<file path="config.mk">
export PLATFORM = sky130hd
export DESIGN_NAME = button_hold_detector
export DESIGN_NICKNAME = d
export VERILOG_FILES = /design/src/bhd_pkg.sv /design/src/bhd_cfg_regs.sv /design/src/bhd_engine.sv /design/src/button_hold_detector.sv
export SDC_FILE = /design/constraint.sdc
export NUM_CORES = 1
export LEC_CHECK = 0
export BUFFER_PORTS_ARGS = -buffer_cell sky130_fd_sc_hd__buf_2
export CORE_MARGIN = 1
export CORE_UTILIZATION = 60
export DETAILED_ROUTE_END_ITERATION = 8
export PLACE_DENSITY_LB_ADDON = 0.2
export SYNTH_ARGS = -nofsm -noshare
export SYNTH_HDL_FRONTEND = slang
export SYNTH_HIERARCHICAL = 1
export SYNTH_SLANG_ARGS = --single-unit
</file>
<file path="constraint.sdc">
create_clock -name clk_i -period 10.9 [get_ports clk_i]
set_input_delay 2.18 -clock clk_i [delete_from_list [all_inputs] [get_ports clk_i]]
set_output_delay 2.18 -clock clk_i [all_outputs]
set_load 0.005 [all_outputs]
</file>
<file path="src/bhd_pkg.sv">
// ----------------------------------------------------------------------------
// bhd_pkg
// Shared types, register indexes and codes for the button hold detector.
// ----------------------------------------------------------------------------
package bhd_pkg;

  localparam int unsigned TIME_BITS = 32;
  localparam int unsigned CFG_DATA_BITS = 16;
  localparam int unsigned CFG_INDEX_BITS = 3;

  typedef logic [TIME_BITS-1:0] time_t;
  typedef logic [1:0] dir_t;

  localparam dir_t DirNone = 2'd0;
  localparam dir_t DirUp   = 2'd1;
  localparam dir_t DirDown = 2'd2;

  localparam logic [1:0] CmdEvent   = 2'd0;
  localparam logic [1:0] CmdTake    = 2'd1;
  localparam logic [1:0] CmdRestore = 2'd2;
  localparam logic [1:0] CmdUnused  = 2'd3;

  localparam logic [1:0] KindVolume = 2'd0;
  localparam logic [1:0] KindMode   = 2'd1;
  localparam logic [1:0] KindFilm   = 2'd2;
  localparam logic [1:0] KindOther  = 2'd3;

  localparam logic [CFG_INDEX_BITS-1:0] RegHoldGap    = 3'd0;
  localparam logic [CFG_INDEX_BITS-1:0] RegHoldMin    = 3'd1;
  localparam logic [CFG_INDEX_BITS-1:0] RegHoldEvents = 3'd2;
  localparam logic [CFG_INDEX_BITS-1:0] RegCooldown   = 3'd3;
  localparam logic [CFG_INDEX_BITS-1:0] RegVolumeMid  = 3'd4;
  localparam logic [CFG_INDEX_BITS-1:0] RegSavedMode  = 3'd5;
  localparam logic [CFG_INDEX_BITS-1:0] RegFilmKnown  = 3'd6;

  localparam logic [15:0] HoldGapReset    = 16'd700;
  localparam logic [15:0] HoldMinReset    = 16'd1200;
  localparam logic [7:0]  HoldEventsReset = 8'd4;
  localparam logic [15:0] CooldownReset   = 16'd8000;
  localparam logic [3:0]  VolumeMidReset  = 4'd4;

  localparam logic [7:0] CountMax = 8'd255;

  typedef struct packed {
    logic [15:0] gap_limit;
    logic [15:0] span_min;
    logic [7:0]  press_min;
    logic [15:0] quiet_len;
    logic [3:0]  level_mid;
    logic [7:0]  saved_display_mode;
    logic        lens_tracked;
  } cfg_t;

  typedef struct packed {
    logic [1:0] cmd;
    logic [1:0] event_kind;
    logic [7:0] event_value;
    time_t      time_ms;
  } item_t;

  typedef struct packed {
    logic  hold_fired;
    logic  holding;
    time_t held_ms;
    dir_t  press_direction;
    dir_t  taken_direction;
    logic  mode_was_dirty;
    logic  film_was_dirty;
  } res_t;

endpackage

</file>
<file path="src/bhd_cfg_regs.sv">
// ----------------------------------------------------------------------------
// bhd_cfg_regs
// Configuration register file, written through a plain write port.
// ----------------------------------------------------------------------------
module bhd_cfg_regs (
  input  logic                                  clk_i,
  input  logic                                  rst_ni,
  input  logic                                  cfg_we_i,
  input  logic [bhd_pkg::CFG_INDEX_BITS-1:0]    cfg_index_i,
  input  logic [bhd_pkg::CFG_DATA_BITS-1:0]     cfg_data_i,
  output bhd_pkg::cfg_t                         cfg_o
);

  bhd_pkg::cfg_t cfg_q, cfg_d;

  always_comb begin
    cfg_d = cfg_q;
    if (cfg_we_i) begin
      unique case (cfg_index_i)
        bhd_pkg::RegHoldGap:    cfg_d.gap_limit          = cfg_data_i;
        bhd_pkg::RegHoldMin:    cfg_d.span_min           = cfg_data_i;
        bhd_pkg::RegHoldEvents: cfg_d.press_min          = cfg_data_i[7:0];
        bhd_pkg::RegCooldown:   cfg_d.quiet_len          = cfg_data_i;
        bhd_pkg::RegVolumeMid:  cfg_d.level_mid          = cfg_data_i[3:0];
        bhd_pkg::RegSavedMode:  cfg_d.saved_display_mode = cfg_data_i[7:0];
        bhd_pkg::RegFilmKnown:  cfg_d.lens_tracked       = cfg_data_i[0];
        default: ;
      endcase
    end
  end

  always_ff @(posedge clk_i or negedge rst_ni) begin
    if (!rst_ni) begin
      cfg_q.gap_limit          <= bhd_pkg::HoldGapReset;
      cfg_q.span_min           <= bhd_pkg::HoldMinReset;
      cfg_q.press_min          <= bhd_pkg::HoldEventsReset;
      cfg_q.quiet_len          <= bhd_pkg::CooldownReset;
      cfg_q.level_mid          <= bhd_pkg::VolumeMidReset;
      cfg_q.saved_display_mode <= 8'd0;
      cfg_q.lens_tracked       <= 1'b0;
    end else begin
      cfg_q <= cfg_d;
    end
  end

  assign cfg_o = cfg_q;

endmodule

</file>
<file path="src/bhd_engine.sv">
// ----------------------------------------------------------------------------
// bhd_engine
// Detector state and the single-pass update for one transaction.
// ----------------------------------------------------------------------------
module bhd_engine (
  input  logic           clk_i,
  input  logic           rst_ni,
  input  logic           en_i,
  input  bhd_pkg::item_t item_i,
  input  bhd_pkg::cfg_t  cfg_i,
  output bhd_pkg::res_t  res_o
);

  logic                 level_known_q, level_known_d;
  logic [7:0]           last_level_q, last_level_d;
  bhd_pkg::dir_t        direction_q, direction_d;
  logic [7:0]           run_count_q, run_count_d;
  bhd_pkg::time_t       run_start_q, run_start_d;
  bhd_pkg::time_t       run_last_q, run_last_d;
  bhd_pkg::time_t       quiet_until_q, quiet_until_d;
  logic                 trigger_q, trigger_d;
  bhd_pkg::dir_t        fired_dir_q, fired_dir_d;
  logic                 mode_chg_q, mode_chg_d;
  logic                 lens_chg_q, lens_chg_d;

  bhd_pkg::dir_t  dir_base, dir_new;
  bhd_pkg::time_t rem, gap, since_start;
  logic           cool, restart, fire;
  logic [7:0]     cnt_base, cnt_inc;

  assign rem         = quiet_until_q - item_i.time_ms;
  assign cool        = (rem != '0) && (rem <= bhd_pkg::time_t'(cfg_i.quiet_len));
  assign gap         = item_i.time_ms - run_last_q;
  assign restart     = (run_count_q == 8'd0) || (gap > bhd_pkg::time_t'(cfg_i.gap_limit));
  assign since_start = item_i.time_ms - run_start_q;
  assign cnt_base    = restart ? 8'd0 : run_count_q;
  assign cnt_inc     = (cnt_base < bhd_pkg::CountMax) ? cnt_base + 8'd1 : cnt_base;

  always_comb begin
    dir_base = (run_count_q == 8'd0) ? bhd_pkg::DirNone : direction_q;
    if (!level_known_q) begin
      dir_new = bhd_pkg::DirNone;
    end else if (item_i.event_value > last_level_q) begin
      dir_new = bhd_pkg::DirUp;
    end else if (item_i.event_value < last_level_q) begin
      dir_new = bhd_pkg::DirDown;
    end else if (item_i.event_value == 8'd0) begin
      dir_new = bhd_pkg::DirDown;
    end else if (item_i.event_value > {4'd0, cfg_i.level_mid}) begin
      dir_new = bhd_pkg::DirUp;
    end else begin
      dir_new = dir_base;
    end
  end

  assign fire = !cool && (cnt_inc >= cfg_i.press_min)
              && ((restart ? '0 : since_start) >= bhd_pkg::time_t'(cfg_i.span_min))
              && (dir_new != bhd_pkg::DirNone);

  always_comb begin
    level_known_d = level_known_q;
    last_level_d  = last_level_q;
    direction_d   = direction_q;
    run_count_d   = run_count_q;
    run_start_d   = run_start_q;
    run_last_d    = run_last_q;
    quiet_until_d = quiet_until_q;
    trigger_d     = trigger_q;
    fired_dir_d   = fired_dir_q;
    mode_chg_d    = mode_chg_q;
    lens_chg_d    = lens_chg_q;
    res_o         = '0;

    case (item_i.cmd)
      bhd_pkg::CmdEvent: begin
        case (item_i.event_kind)
          bhd_pkg::KindVolume: begin
            direction_d   = dir_new;
            last_level_d  = item_i.event_value;
            level_known_d = 1'b1;
            if (!cool) begin
              run_last_d = item_i.time_ms;
              if (restart) begin
                run_start_d = item_i.time_ms;
              end
              if (fire) begin
                trigger_d     = 1'b1;
                fired_dir_d   = dir_new;
                quiet_until_d = item_i.time_ms + bhd_pkg::time_t'(cfg_i.quiet_len);
                run_count_d   = 8'd0;
              end else begin
                run_count_d = cnt_inc;
              end
            end
            res_o.hold_fired = fire;
            res_o.holding    = !fire && !cool;
            res_o.held_ms    = (restart && !cool) ? '0 : since_start;
          end
          bhd_pkg::KindMode: begin
            if ((cfg_i.saved_display_mode != 8'd0)
                && (item_i.event_value != cfg_i.saved_display_mode)) begin
              mode_chg_d = 1'b1;
            end
          end
          bhd_pkg::KindFilm: begin
            if (cfg_i.lens_tracked) begin
              lens_chg_d = 1'b1;
            end
          end
          default: ;
        endcase
      end
      bhd_pkg::CmdTake: begin
        res_o.taken_direction = trigger_q ? fired_dir_q : bhd_pkg::DirNone;
        trigger_d = 1'b0;
      end
      bhd_pkg::CmdRestore: begin
        res_o.mode_was_dirty = mode_chg_q;
        res_o.film_was_dirty = lens_chg_q;
        mode_chg_d    = 1'b0;
        lens_chg_d    = 1'b0;
        last_level_d  = {4'd0, cfg_i.level_mid};
        level_known_d = 1'b1;
        run_count_d   = 8'd0;
      end
      default: ;
    endcase
    res_o.press_direction = direction_d;
  end

  always_ff @(posedge clk_i or negedge rst_ni) begin
    if (!rst_ni) begin
      level_known_q <= 1'b0;
      last_level_q  <= 8'd0;
      direction_q   <= bhd_pkg::DirNone;
      run_count_q   <= 8'd0;
      run_start_q   <= '0;
      run_last_q    <= '0;
      quiet_until_q <= '0;
      trigger_q     <= 1'b0;
      fired_dir_q   <= bhd_pkg::DirNone;
      mode_chg_q    <= 1'b0;
      lens_chg_q    <= 1'b0;
    end else if (en_i) begin
      level_known_q <= level_known_d;
      last_level_q  <= last_level_d;
      direction_q   <= direction_d;
      run_count_q   <= run_count_d;
      run_start_q   <= run_start_d;
      run_last_q    <= run_last_d;
      quiet_until_q <= quiet_until_d;
      trigger_q     <= trigger_d;
      fired_dir_q   <= fired_dir_d;
      mode_chg_q    <= mode_chg_d;
      lens_chg_q    <= lens_chg_d;
    end
  end

  assert property (@(posedge clk_i) disable iff (!rst_ni)
    trigger_q |-> (fired_dir_q != bhd_pkg::DirNone))
    else $error("latched trigger without a direction");

endmodule

</file>
<file path="src/button_hold_detector.sv">
// ----------------------------------------------------------------------------
// button_hold_detector
// Long-press detector for timestamped button events with take and restore.
//
//   channel  direction  handshake              payload
//   in       input      in_valid_i/in_ready_o  cmd, event_kind, event_value, time_ms
//   out      output     out_valid_o/out_ready_i hold_fired .. film_was_dirty
//   cfg      input      cfg_we_i               cfg_index_i, cfg_data_i
//
// One transaction per cycle sustained while results are taken; an accepted
// transaction waits in the input register, which feeds the update logic, and
// its result loads into the result register once that register is free.
// Reset clears the detector state and loads register defaults.
// A stalled result holds its register; the input stage keeps accepting while
// the result register is free or being taken.
// ----------------------------------------------------------------------------
module button_hold_detector (
  input  logic                                clk_i,
  input  logic                                rst_ni,
  input  logic                                cfg_we_i,
  input  logic [bhd_pkg::CFG_INDEX_BITS-1:0]  cfg_index_i,
  input  logic [bhd_pkg::CFG_DATA_BITS-1:0]   cfg_data_i,
  input  logic                                in_valid_i,
  output logic                                in_ready_o,
  input  logic [1:0]                          cmd_i,
  input  logic [1:0]                          event_kind_i,
  input  logic [7:0]                          event_value_i,
  input  bhd_pkg::time_t                      time_ms_i,
  output logic                                out_valid_o,
  input  logic                                out_ready_i,
  output logic                                hold_fired_o,
  output logic                                holding_o,
  output bhd_pkg::time_t                      held_ms_o,
  output bhd_pkg::dir_t                       press_direction_o,
  output bhd_pkg::dir_t                       taken_direction_o,
  output logic                                mode_was_dirty_o,
  output logic                                film_was_dirty_o
);

  bhd_pkg::cfg_t  cfg;
  bhd_pkg::item_t item_q;
  bhd_pkg::res_t  res, res_q;
  logic           in_valid_q, in_valid_d;
  logic           out_valid_q, out_valid_d;
  logic           advance;

  bhd_cfg_regs u_cfg (
    .clk_i       (clk_i),
    .rst_ni      (rst_ni),
    .cfg_we_i    (cfg_we_i),
    .cfg_index_i (cfg_index_i),
    .cfg_data_i  (cfg_data_i),
    .cfg_o       (cfg)
  );

  bhd_engine u_engine (
    .clk_i  (clk_i),
    .rst_ni (rst_ni),
    .en_i   (advance),
    .item_i (item_q),
    .cfg_i  (cfg),
    .res_o  (res)
  );

  assign advance     = in_valid_q && (!out_valid_q || out_ready_i);
  assign in_ready_o  = !in_valid_q || advance;
  assign in_valid_d  = (in_valid_i && in_ready_o) || (in_valid_q && !advance);
  assign out_valid_d = advance || (out_valid_q && !out_ready_i);

  always_ff @(posedge clk_i or negedge rst_ni) begin
    if (!rst_ni) begin
      in_valid_q  <= 1'b0;
      out_valid_q <= 1'b0;
    end else begin
      in_valid_q  <= in_valid_d;
      out_valid_q <= out_valid_d;
    end
  end

  always_ff @(posedge clk_i) begin
    if (in_valid_i && in_ready_o) begin
      item_q.cmd         <= cmd_i;
      item_q.event_kind  <= event_kind_i;
      item_q.event_value <= event_value_i;
      item_q.time_ms     <= time_ms_i;
    end
    if (advance) begin
      res_q <= res;
    end
  end

  assign out_valid_o       = out_valid_q;
  assign hold_fired_o      = res_q.hold_fired;
  assign holding_o         = res_q.holding;
  assign held_ms_o         = res_q.held_ms;
  assign press_direction_o = res_q.press_direction;
  assign taken_direction_o = res_q.taken_direction;
  assign mode_was_dirty_o  = res_q.mode_was_dirty;
  assign film_was_dirty_o  = res_q.film_was_dirty;

  assert property (@(posedge clk_i) disable iff (!rst_ni)
    !out_valid_q |-> in_ready_o)
    else $error("input stalled with an empty result register");

  assert property (@(posedge clk_i) disable iff (!rst_ni)
    (out_valid_q && hold_fired_o) |-> (!holding_o && press_direction_o != bhd_pkg::DirNone))
    else $error("fired result inconsistent");

  assert property (@(posedge clk_i) disable iff (!rst_ni)
    (out_valid_q && taken_direction_o != bhd_pkg::DirNone)
      |-> (!hold_fired_o && !holding_o && !mode_was_dirty_o && !film_was_dirty_o))
    else $error("take result carries event fields");

  assert property (@(posedge clk_i) disable iff (!rst_ni)
    (out_valid_q && (mode_was_dirty_o || film_was_dirty_o))
      |-> (!hold_fired_o && !holding_o && held_ms_o == '0))
    else $error("restore result carries volume fields");

endmodule
</file>
Yosys cells after proc, flatten, opt, wreduce, memory -nomap -nowiden
Index checks and enable logic that the tools add are counted.
- muxes and demuxes: 29
- add/sub/neg operators: 5
- bitwise operators: 3
- reduce and logical (&&, ||, !) cells: 50
- eq/ne operators: 18
- magnitude comparators: 8
- operators with widths (kind ; number):
    32-bit subtractor ; 3
    8-bit 2-to-1 mux ; 6
    32-bit by 16-bit adder with 32-bit output ; 1
    32-bit by 16-bit greater-or-equal comparator with 1-bit output ; 1
    32-bit by 16-bit greater-than comparator with 1-bit output ; 1
    32-bit by 16-bit less-or-equal comparator with 1-bit output ; 1
    32-bit 2-to-1 mux ; 1
    8-bit case mux with 2 select lines ; 2
    32-bit nonzero test ; 1
    2-bit AND reduction ; 9
    8-bit zero test ; 2
    2-bit 2-to-1 mux ; 8
    4-bit AND reduction ; 4
    5-bit AND reduction ; 3
    1-bit logical AND ; 11
    3-bit == test (second input constant) ; 3
    8-bit by 1-bit adder with 8-bit output (second input constant) ; 1
    8-bit greater-or-equal comparator ; 1
    8-bit by 4-bit greater-than comparator with 1-bit output ; 1
    8-bit greater-than comparator ; 1
    8-bit less-than comparator ; 1
    8-bit less-than comparator (second input constant) ; 1
    1-bit 2-to-1 mux ; 8
    2-bit != test (second input constant) ; 4
    other kinds (16) ; 38
- word-level logic and storage cells: 144
- bits of input ports: 68
- output and inout bits: 42
- register bits after elaboration: 275

Logic depth before layout (Yosys ltp)
Gate-level depths: netlist of the first run.
- depth after elaboration: 14
- depth in mapped cells: 45
- gate-level depth less buffers: 41

Hierarchy
Netlist of the first run, hierarchy kept.
- by module, submodules not included (module ; area each (um2) ; cells an instance ; sequential area each (um2) ; times used):
    bhd_engine ; 13521.7 ; 1716 ; 3002.9 ; 1
    bhd_cfg_regs ; 2746.4 ; 152 ; 1749.2 ; 1
    button_hold_detector ; 2626.3 ; 92 ; 2572.5 ; 1

Worst setup path before layout of the first run
Ideal clock, no wire load.
- path kind: reg-to-reg
- from: register item_q[1] (netlist bit)
- to: register u_engine.fired_dir_q[0]
- arrival: 7.955 ns
- library setup time: 0.125 ns
- data required time: 10.775 ns
- stages on the path, launching flop included: 44
- buffers on the path: 4
- period minus slack after synthesis: 8.080 ns
- path slack: 2.820 ns
- cell sequence: edfxtp_1 inv_1 fa_1 nand2b_1 a2111o_1 nand2_1 or2_2 and2_1 a21o_1 a21oi_1 xnor2_1 ha_1 a21o_1 a21oi_1 o211ai_1 o22a_1 nor4_1 o2111ai_1 [8 not listed] clkbuf_1 xnor2_1 nor2_1 ha_1 nand2b_1 a21o_1 a21o_1 a21oi_1 nor2b_1 o21ai_0 nand2b_1 a21oi_1 nor2b_1 o221ai_2 nor3b_4 nand2_4 buf_6 mux2_4
- word-level cells in the longest chain between the ends: 11
- elaborated cells on any way between the ends: 21
- those cells by class: add/sub (4); order compare (5); mux (3); bitwise (1); reduce/logical (8)
- ends and longest elaborated chain (item ; RTL line ; text):
    start, declared ; button_hold_detector.sv:41 ; bhd_pkg::item_t item_q;
    32-bit subtractor ; bhd_engine.sv:33 ; assign gap = item_i.time_ms - run_last_q;
    32-bit by 16-bit greater-than comparator with 1-bit output ; bhd_engine.sv:34 ; assign restart = (run_count_q == 8'd0) || (gap > bhd_pkg::time_t'(cfg_i.gap_limit));
    1-bit logical OR ; bhd_engine.sv:34 ;
    8-bit 2-to-1 mux ; bhd_engine.sv:36 ; assign cnt_base = restart ? 8'd0 : run_count_q;
    8-bit by 1-bit adder with 8-bit output / 8-bit less-than comparator (equally long branches) ; bhd_engine.sv:37 ; assign cnt_inc = (cnt_base < bhd_pkg::CountMax) ? cnt_base + 8'd1 : cnt_base;
    8-bit 2-to-1 mux ; bhd_engine.sv:37 ;
    8-bit greater-or-equal comparator ; bhd_engine.sv:56 ; assign fire = !cool && (cnt_inc >= cfg_i.press_min)
    1-bit logical AND ; bhd_engine.sv:56 ;
    1-bit logical AND ; bhd_engine.sv:57 ; && ((restart ? '0 : since_start) >= bhd_pkg::time_t'(cfg_i.span_min))
    1-bit logical AND ; bhd_engine.sv:58 ; && (dir_new != bhd_pkg::DirNone);
    5-bit AND reduction (no source line) (*) ; - ;
    end signal, assigned ; bhd_engine.sv:141 ; fired_dir_q <= bhd_pkg::DirNone;
    end signal, assigned ; bhd_engine.sv:153 ; fired_dir_q <= fired_dir_d;
    end, declared ; bhd_engine.sv:22 ; bhd_pkg::dir_t fired_dir_q, fired_dir_d;
Every way passes the cells marked *; elsewhere a longest branch is shown, timed or not.
A chain may end at the register's enable or synchronous reset.

Worst setup path after layout of the first run
- from: register item_q[1] (netlist bit)
- to: register u_engine.quiet_until_q[27]
- word-level cells in the longest chain between the ends: 11
- elaborated cells on any way between the ends: 22
- those cells by class: add/sub (5); order compare (5); mux (3); bitwise (1); reduce/logical (8)
- ends and longest elaborated chain (item ; RTL line ; text):
    32-bit subtractor ; bhd_engine.sv:33 ;
    32-bit by 16-bit greater-than comparator with 1-bit output ; bhd_engine.sv:34 ;
    1-bit logical OR ; bhd_engine.sv:34 ;
    8-bit 2-to-1 mux ; bhd_engine.sv:36 ;
    8-bit by 1-bit adder with 8-bit output / 8-bit less-than comparator (equally long branches) ; bhd_engine.sv:37 ;
    8-bit 2-to-1 mux ; bhd_engine.sv:37 ;
    8-bit greater-or-equal comparator ; bhd_engine.sv:56 ;
    1-bit logical AND ; bhd_engine.sv:56 ;
    1-bit logical AND ; bhd_engine.sv:57 ;
    1-bit logical AND ; bhd_engine.sv:58 ;
    5-bit AND reduction (no source line) ; - ;
    end signal, assigned ; bhd_engine.sv:151 ; quiet_until_q <= quiet_until_d;
    end, declared ; bhd_engine.sv:20 ; bhd_pkg::time_t quiet_until_q, quiet_until_d;
Parallel ways exist; a longest one is shown, timed or not.

==> flow_summary.yaml, run 1 <==
clock_tree:
  cts-resized-gates: 0
  cts.path.max_buffers: 3
  clock_latency_ns: 0.58
  cts_made_buffers: 30
  cts_root_buf: "clkbuf_16"
  clock_tree.htree_level_count: 1
  cts_sinks: 275
  path_clk_slew_ns: 0.06
  post-cts-setup-buffer-count: 0
  cts_tree: "yes"
  holdBufCountCts: 0
place:
  replace_congestion: 0.9420
  dp_hpwl_mm: 36.53
  cell_area_after_placement_mm2: 0.01977
  post-place-ws_ns: 1.219
  io_buffers: 109
global_routing:
  global_route.overflow_total: 0
  first_pass_grt_wire_length_mm: 77.61
  largest_net_degree_at_the_start_of_global_routing: 73
  antenna_found_initial: 0
  first_global_vias: 14837
  globalRouteTotalUtil: 0.2993
floorplanning:
  die_height_um: 179.5
  rows: 64
  floorplan.io_pins: 110
  die_w_um: 179.5
  die_outline_area_mm2: 0.03220
  floorplan.initialDensity: 0.6145
  floorplan.core_area_mm2: 0.03075
setup_path:
  slowest_delay_ns: 0.61
  worstSetupPathType: "reg -> reg"
  critical_path.startpoint_type: "flop"
  crit_required_ns: 11.34
  crit_fanout: 34
  crit_arrival_ns: 10.28
  critical_path.endpoint_type: "flop"
  slowest_stage: "o21ai_0"
sta:
  slew_headroom: 0.09606
  clock-skew-final_ns: 0.02999
  finalHoldViolCount: 0
  unrepaired_setup_endpoints_after_global_routing: "false"
  layout_setup_ws_ns: 1.063
  finalMaxSlewViolations: 0
  setup_total_negative_slack_ns: 0
  timing_worst_slew_pin_value_ns: 1.353
  finalWorstPathRequiredPeriod_ns: 9.837
  fmax_ghz: 0.1017
  report.final.setup_viol: 0
  timing.final.crit_share: 0.9025
layout:
  post-route-cell-area_mm2: 0.02086
  multi_input_area_mm2: 0.01058
  fin_util: 0.6782
  antenna_cells: 0
  area_added_between_synthesis_and_finish_pct: 10.38
  nets: 2304
  proportion_of_layout_cells_with_a_drive_suffix_above_1: 0.1569
  fillers: 2488
  sequential_cell_area_mm2: 0.007325
synth:
  yosys_register_bits: 275
  syn-cell-area_mm2: 0.01889
  yosysTopAreaCellShare: 0.2291
  synth.top_cells.by_area: "dfrtp_1 23%, edfxtp_1 13%, ha_1 12%, inv_1 3.9%, o21ai_0 3.8%"
  synth-async-reset-ratio: 0.6945
  ys.warnings.count: 6
  syn_avg_cell_area_um2: 9.640
  dominantRegCellSynth: "dfrtp_1"
  synth.net_count: 2210
  synth_area_leader_cell: "dfrtp_1"
  synthCells: 1960
  synth_top_cells_by_count: "197 x inv_1, 178 x ha_1, 173 x dfrtp_1"
  synth.lib_cells_used.distinct: 89
  yosys.cell_count.top_type: "inv_1"
  post_synth_edffs: 84
  synth-seq-area-share: 0.3877
routing:
  wirelength_mm: 48.66
  remaining_drc_errors: 16
  route.antenna.remaining_nets: 0
  vias: 15204
  drt_iter0_markers: 1231
  routed_via_count_divided_by_cell_count: 6.146
  drt-pass1-iter-count: 9
  route.detailed.wl_per_inst_um: 19.67
outcome:
  status: "finished, violations left"
  failed_checks: "design-rule violations"
flow_run:
  maxCapViolCount: 0
power_and_ir_drop:
  static-leakage-power_nw: 9.916
  p_per_area_mw_per_mm2: 185.5
  worst_voltage_drop_across_the_vdd_grid_v: 0.0001546
min_path:
  holdCritPathClass: "reg -> reg"
-- state kept, by name, indices dropped and copies added (netlist names), 2 cells and up --
| register | count |
|---|---|
| held_ms_o | 32 |
| item_q | 44 |
| press_direction_o | 2 |
| taken_direction_o | 2 |
| u_cfg/cfg_o | 69 |
| u_engine/direction_q | 2 |
| u_engine/fired_dir_q | 2 |
| u_engine/last_level_q | 8 |
| u_engine/quiet_until_q | 32 |
| u_engine/run_count_q | 8 |
| u_engine/run_last_q | 32 |
| u_engine/run_start_q | 32 |
-- layout by cell type (no fill, tap or decap), drive strengths merged, types with 12 or more instances in the layout --
cell,Yosys,routed
a211oi,25,25
inv,197,199
xnor2,62,62
a21o,58,58
nand2,154,154
nand2b,27,27
and3,25,25
nor3,28,28
clkbuf,38,41
a31oi,13,13
dfstp,18,18
nor4,16,16
edfxtp,84,84
o31ai,14,14
mux2,111,111
nand3,35,35
nor2,126,126
o21a,14,14
xor2,36,36
o21ai,146,146
a21oi,118,118
o211ai,12,12
o21bai,13,13
nor2b,29,29
buf,19,118
ha,178,178
dfrtp,173,173
and2,14,14
nand4,32,32
-- logic make-up (layout without fill, tap and decap cells) --
family                   Yosys count  in the layout  share of synthesized area
buffers and inverters            254            372                    0.05364
multiplexers                     120            120                    0.08046
XOR/XNOR                          98             98                    0.04543
AO/OA/AOI/OAI                    493            493                     0.1662
adder cells (fa/ha/maj)          182            182                     0.1221
AND/OR/NAND/NOR                  538            538                     0.1445
flip-flops                       275            275                     0.3877
-- stage by stage --
step | power (mW) | hold WS [ns] | std cells
5_1_grt | 4.089 | 0.5017 | 2474
3_5_place_dp | 2.734 | 0.4710 | 2418
6_report | 3.869 | 0.4834 | 2474
3_3_place_gp | 2.695 | 0.4558 | 2418
4_1_cts | 3.863 | 0.4851 | 2474
2_1_floorplan | 2.350 | 0.4413 | 1960
-- critical path, delay by kind of cell, from the launching register on --
| family | cells | cell delay (ns) |
|---|---|---|
| multiplexers | 1 | 0.41 |
| adder cells (fa/ha/maj) | 3 | 0.86 |
| buffers and inverters | 1 | 0.34 |
| AND/OR/NAND/NOR | 13 | 3.23 |
| XOR/XNOR | 1 | 0.13 |
| AO/OA/AOI/OAI | 16 | 4.13 |
| flip-flops | 1 | 0.52 |
-- final cells by class --
class	instances	area share
well taps	396	0.02376
multi-input cells	1431	0.5071
repair buffers	119	0.03018
clock inverters	16	0.01104
clock buffers	40	0.04122
flip-flops and latches	275	0.3512
inverters	197	0.03546
-- worst paths after layout --
check / from / endpoint / slack (ns) / cells past startpoint
max: item_q[1] / u_engine/quiet_until_q[27] / 1.06 / 35
min: u_engine/run_last_q[16] / u_engine/run_last_q[16] / 0.48 / 2
max reg2reg: item_q[1] / u_engine/quiet_until_q[27] / 1.06 / 35
min reg2reg: u_engine/run_last_q[16] / u_engine/run_last_q[16] / 0.48 / 2
max in group asynchronous: rst_ni / u_engine/quiet_until_q[30] / 8.02 / 2
min in group asynchronous: rst_ni / out_valid_o / 1.57 / 1
-- power breakdown --
| part | total (mW) | internal, mW | switching (mW) |
|---|---|---|---|
| logic | 1.41 | 0.580 | 0.834 |
| clock network | 1.11 | 0.674 | 0.434 |
| registers | 1.35 | 1.24 | 0.106 |
-- routing by layer --
| metal | global-route usage | up-vias | routed length (um) |
|---|---|---|---|
| li1 | - | 7210 | - |
| met1 | 0.4017 | 7311 | 21110 |
| met2 | 0.4995 | 573 | 22920 |
| met3 | 0.03971 | 110 | 3021 |
| met4 | 0.1034 | 0 | 1610 |
| met5 | 0 | - | 0 |
No activity file was read; power rests on OpenSTA's default activity.
==> run 2: changes to the inputs <==
Settings changed: BUFFER_PORTS_ARGS -buffer_cell sky130_fd_sc_hd__buf_2 to unset, CAP_MARGIN set to 10, DONT_BUFFER_PORTS set to 1.
==> run 2 against run 1 <==
Maximum frequency down 1.3%. Largest power group unchanged. Sequential power hardly changed. Global-route usage about the same. The run still ends with design-rule violations left. Critical path depth stayed put. Core utilization is 2.0 points lower. Highest routed layer unchanged. Final area decreased by 3.0%. Clock power fell by 7%.
==> flow_summary.yaml, run 2 (same netlist as run 1, synthesis figures left out) <==
sta:
  unrepaired_setup_endpoints_after_global_routing: "false"
  timing_worst_slew_pin_value_ns: 1.223
  fmax_ghz: 0.1003
  layout_setup_ws_ns: 0.9298
  final.hold.worst_slack_ns: 0.4827
  setup_total_negative_slack_ns: 0
  timing.final.crit_share: 0.9147
  finalWorstPathRequiredPeriod_ns: 9.970
  finalHoldViolCount: 0
  clock-skew-final_ns: 0.03400
  finalMaxSlewViolations: 0
  report.final.setup_viol: 0
  slew_headroom: 0.1787
layout:
  proportion_of_layout_cells_with_a_drive_suffix_above_1: 0.1092
  area_added_between_synthesis_and_finish_pct: 7.086
  antenna_cells: 0
  nets: 2194
  layout.cells.most_common: "inv_1"
  layout_common_cells: "197 x inv_1, 178 x ha_1, 173 x dfrtp_1"
  largest_reg_flops: 69
  fin_util: 0.6580
clock_tree:
  cts_root_buf: "clkbuf_16"
  cts_sinks: 275
  clock_tree.htree_level_count: 1
  cts_tree: "yes"
  path_clk_slew_ns: 0.06
  cts_made_buffers: 30
  holdBufCountCts: 0
  cts.path.max_buffers: 3
  cts-resized-gates: 0
  clock_latency_ns: 0.59
  post-cts-setup-buffer-count: 0
setup_path:
  crit_required_ns: 11.34
  startpoint_of_the_most_critical_register_to_register_path: "item_q[1]"
  critical_path.startpoint_type: "flop"
  setup.worst_path.start: "item_q[1]"
  setup.reg_to_reg.worst_slack_ns: 0.93
  worstSetupPathType: "reg -> reg"
  crit_fanout: 34
  slowest_delay_ns: 0.56
  reg2regPathDepth: 35
  crit_arrival_ns: 10.41
  slowest_stage: "o21ai_0"
  critical_path.endpoint_type: "flop"
floorplanning:
  floorplan.core_area_mm2: 0.03075
  die_height_um: 179.5
  die_outline_area_mm2: 0.03220
  floorplan.io_pins: 110
  die_w_um: 179.5
  rows: 64
  floorplan.initialDensity: 0.6145
global_routing:
  largest_net_degree_at_the_start_of_global_routing: 192
  antenna_found_initial: 0
  first_pass_grt_wire_length_mm: 77.12
  first_global_vias: 14493
  global_route.overflow_total: 0
  globalRouteTotalUtil: 0.2993
place:
  io_buffers: 0
  replace_congestion: 0.9615
  post-place-ws_ns: 1.155
  dp_hpwl_mm: 35.66
power_and_ir_drop:
  clkPwrFrac: 0.275
  power.internal_mw: 2.419
  static-leakage-power_nw: 9.435
  sequentialPowerShare: 0.360
  p_per_area_mw_per_mm2: 185.3
  combinationalPowerShare: 0.365
  worst_voltage_drop_across_the_vdd_grid_v: 0.0001587
  p_sw_mw: 1.331
  total_power_mw: 3.750
  swShare: 0.3550
routing:
  drt_iter0_markers: 1045
  vias: 14620
  remaining_drc_errors: 18
  route.detailed.wl_per_inst_um: 20.30
  wirelength_mm: 48.00
  routed_via_count_divided_by_cell_count: 6.184
  route.antenna.remaining_nets: 0
  drt-pass1-iter-count: 8
min_path:
  min_delay_path_depth: 2
  hold_path.startpoint: "u_engine/run_last_q[19]"
  holdCritPathClass: "reg -> reg"
outcome:
  status: "finished, violations left"
  failed_checks: "design-rule violations"
flow_run:
  maxCapViolCount: 0
## run 2: changes by cell type in the layout (fill, tap and decap cells not counted)
cell       delta
buf_2       -108
bufinv_16     -4
clkbuf_8      +4
clkbuf_1      +2
clkinv_2      -2
clkinv_4      +2
buf_4         -1
clkinv_1      -1
inv_6         -1
inv_8         -1
## run 2: per-layer routing
layer,vias to the layer above,global-route usage,wire length [um]
met4,0,0.09448,1429
met1,7082,0.3936,20870
met3,93,0.04639,2773
met5,-,0,0
met2,452,0.5081,22930
li1,6993,-,-
## run 2: path summary, 6_finish.rpt
kind | endpoint
setup / recovery | u_engine/quiet_until_q[27]
setup reg to reg | u_engine/quiet_until_q[27]
max in group asynchronous | u_engine/run_start_q[29]
hold / removal | u_engine/run_last_q[19]
hold reg to reg | u_engine/run_last_q[19]
min in group asynchronous | u_cfg/cfg_o[37]
## run 2: power groups by stage
stage | clock (mW) | sequential, mW | combinational (mW)
2_1_floorplan | 0 | 1.32 | 1.03
3_3_place_gp | 0 | 1.36 | 1.29
3_5_place_dp | 0 | 1.37 | 1.33
4_1_cts | 1.06 | 1.35 | 1.34
5_1_grt | 1.10 | 1.37 | 1.51
6_report | 1.03 | 1.35 | 1.37
## run 2: final cells by class
type | count | area, um^2
timing repair buffer | 9 | 67.56
tap | 396 | 495.5
fill | 2522 | 10520
inverter | 197 | 739.5
sequential | 275 | 7325
multi-input combinational | 1431 | 10580
clock buffer | 47 | 935.9
clock inverter | 9 | 93.84
## run 2: metrics by stage
step / instances / instance area (um^2)
floorplan: 1960 / 18890
global placement: 2308 / 19200
detailed placement: 2308 / 19200
CTS: 2364 / 20230
global route: 2364 / 20230
finish: 2364 / 20230
## run 2: worst max-delay path: cells and delay by family, from the launching register on
| kind | cells | cell delay (ns) |
|---|---|---|
| AO/OA/AOI/OAI | 16 | 4.12 |
| AND/OR/NAND/NOR | 13 | 3.39 |
| adder cells (fa/ha/maj) | 3 | 0.87 |
| flip-flops | 1 | 0.51 |
| multiplexers | 1 | 0.41 |
| buffers and inverters | 1 | 0.36 |
| XOR/XNOR | 1 | 0.14 |
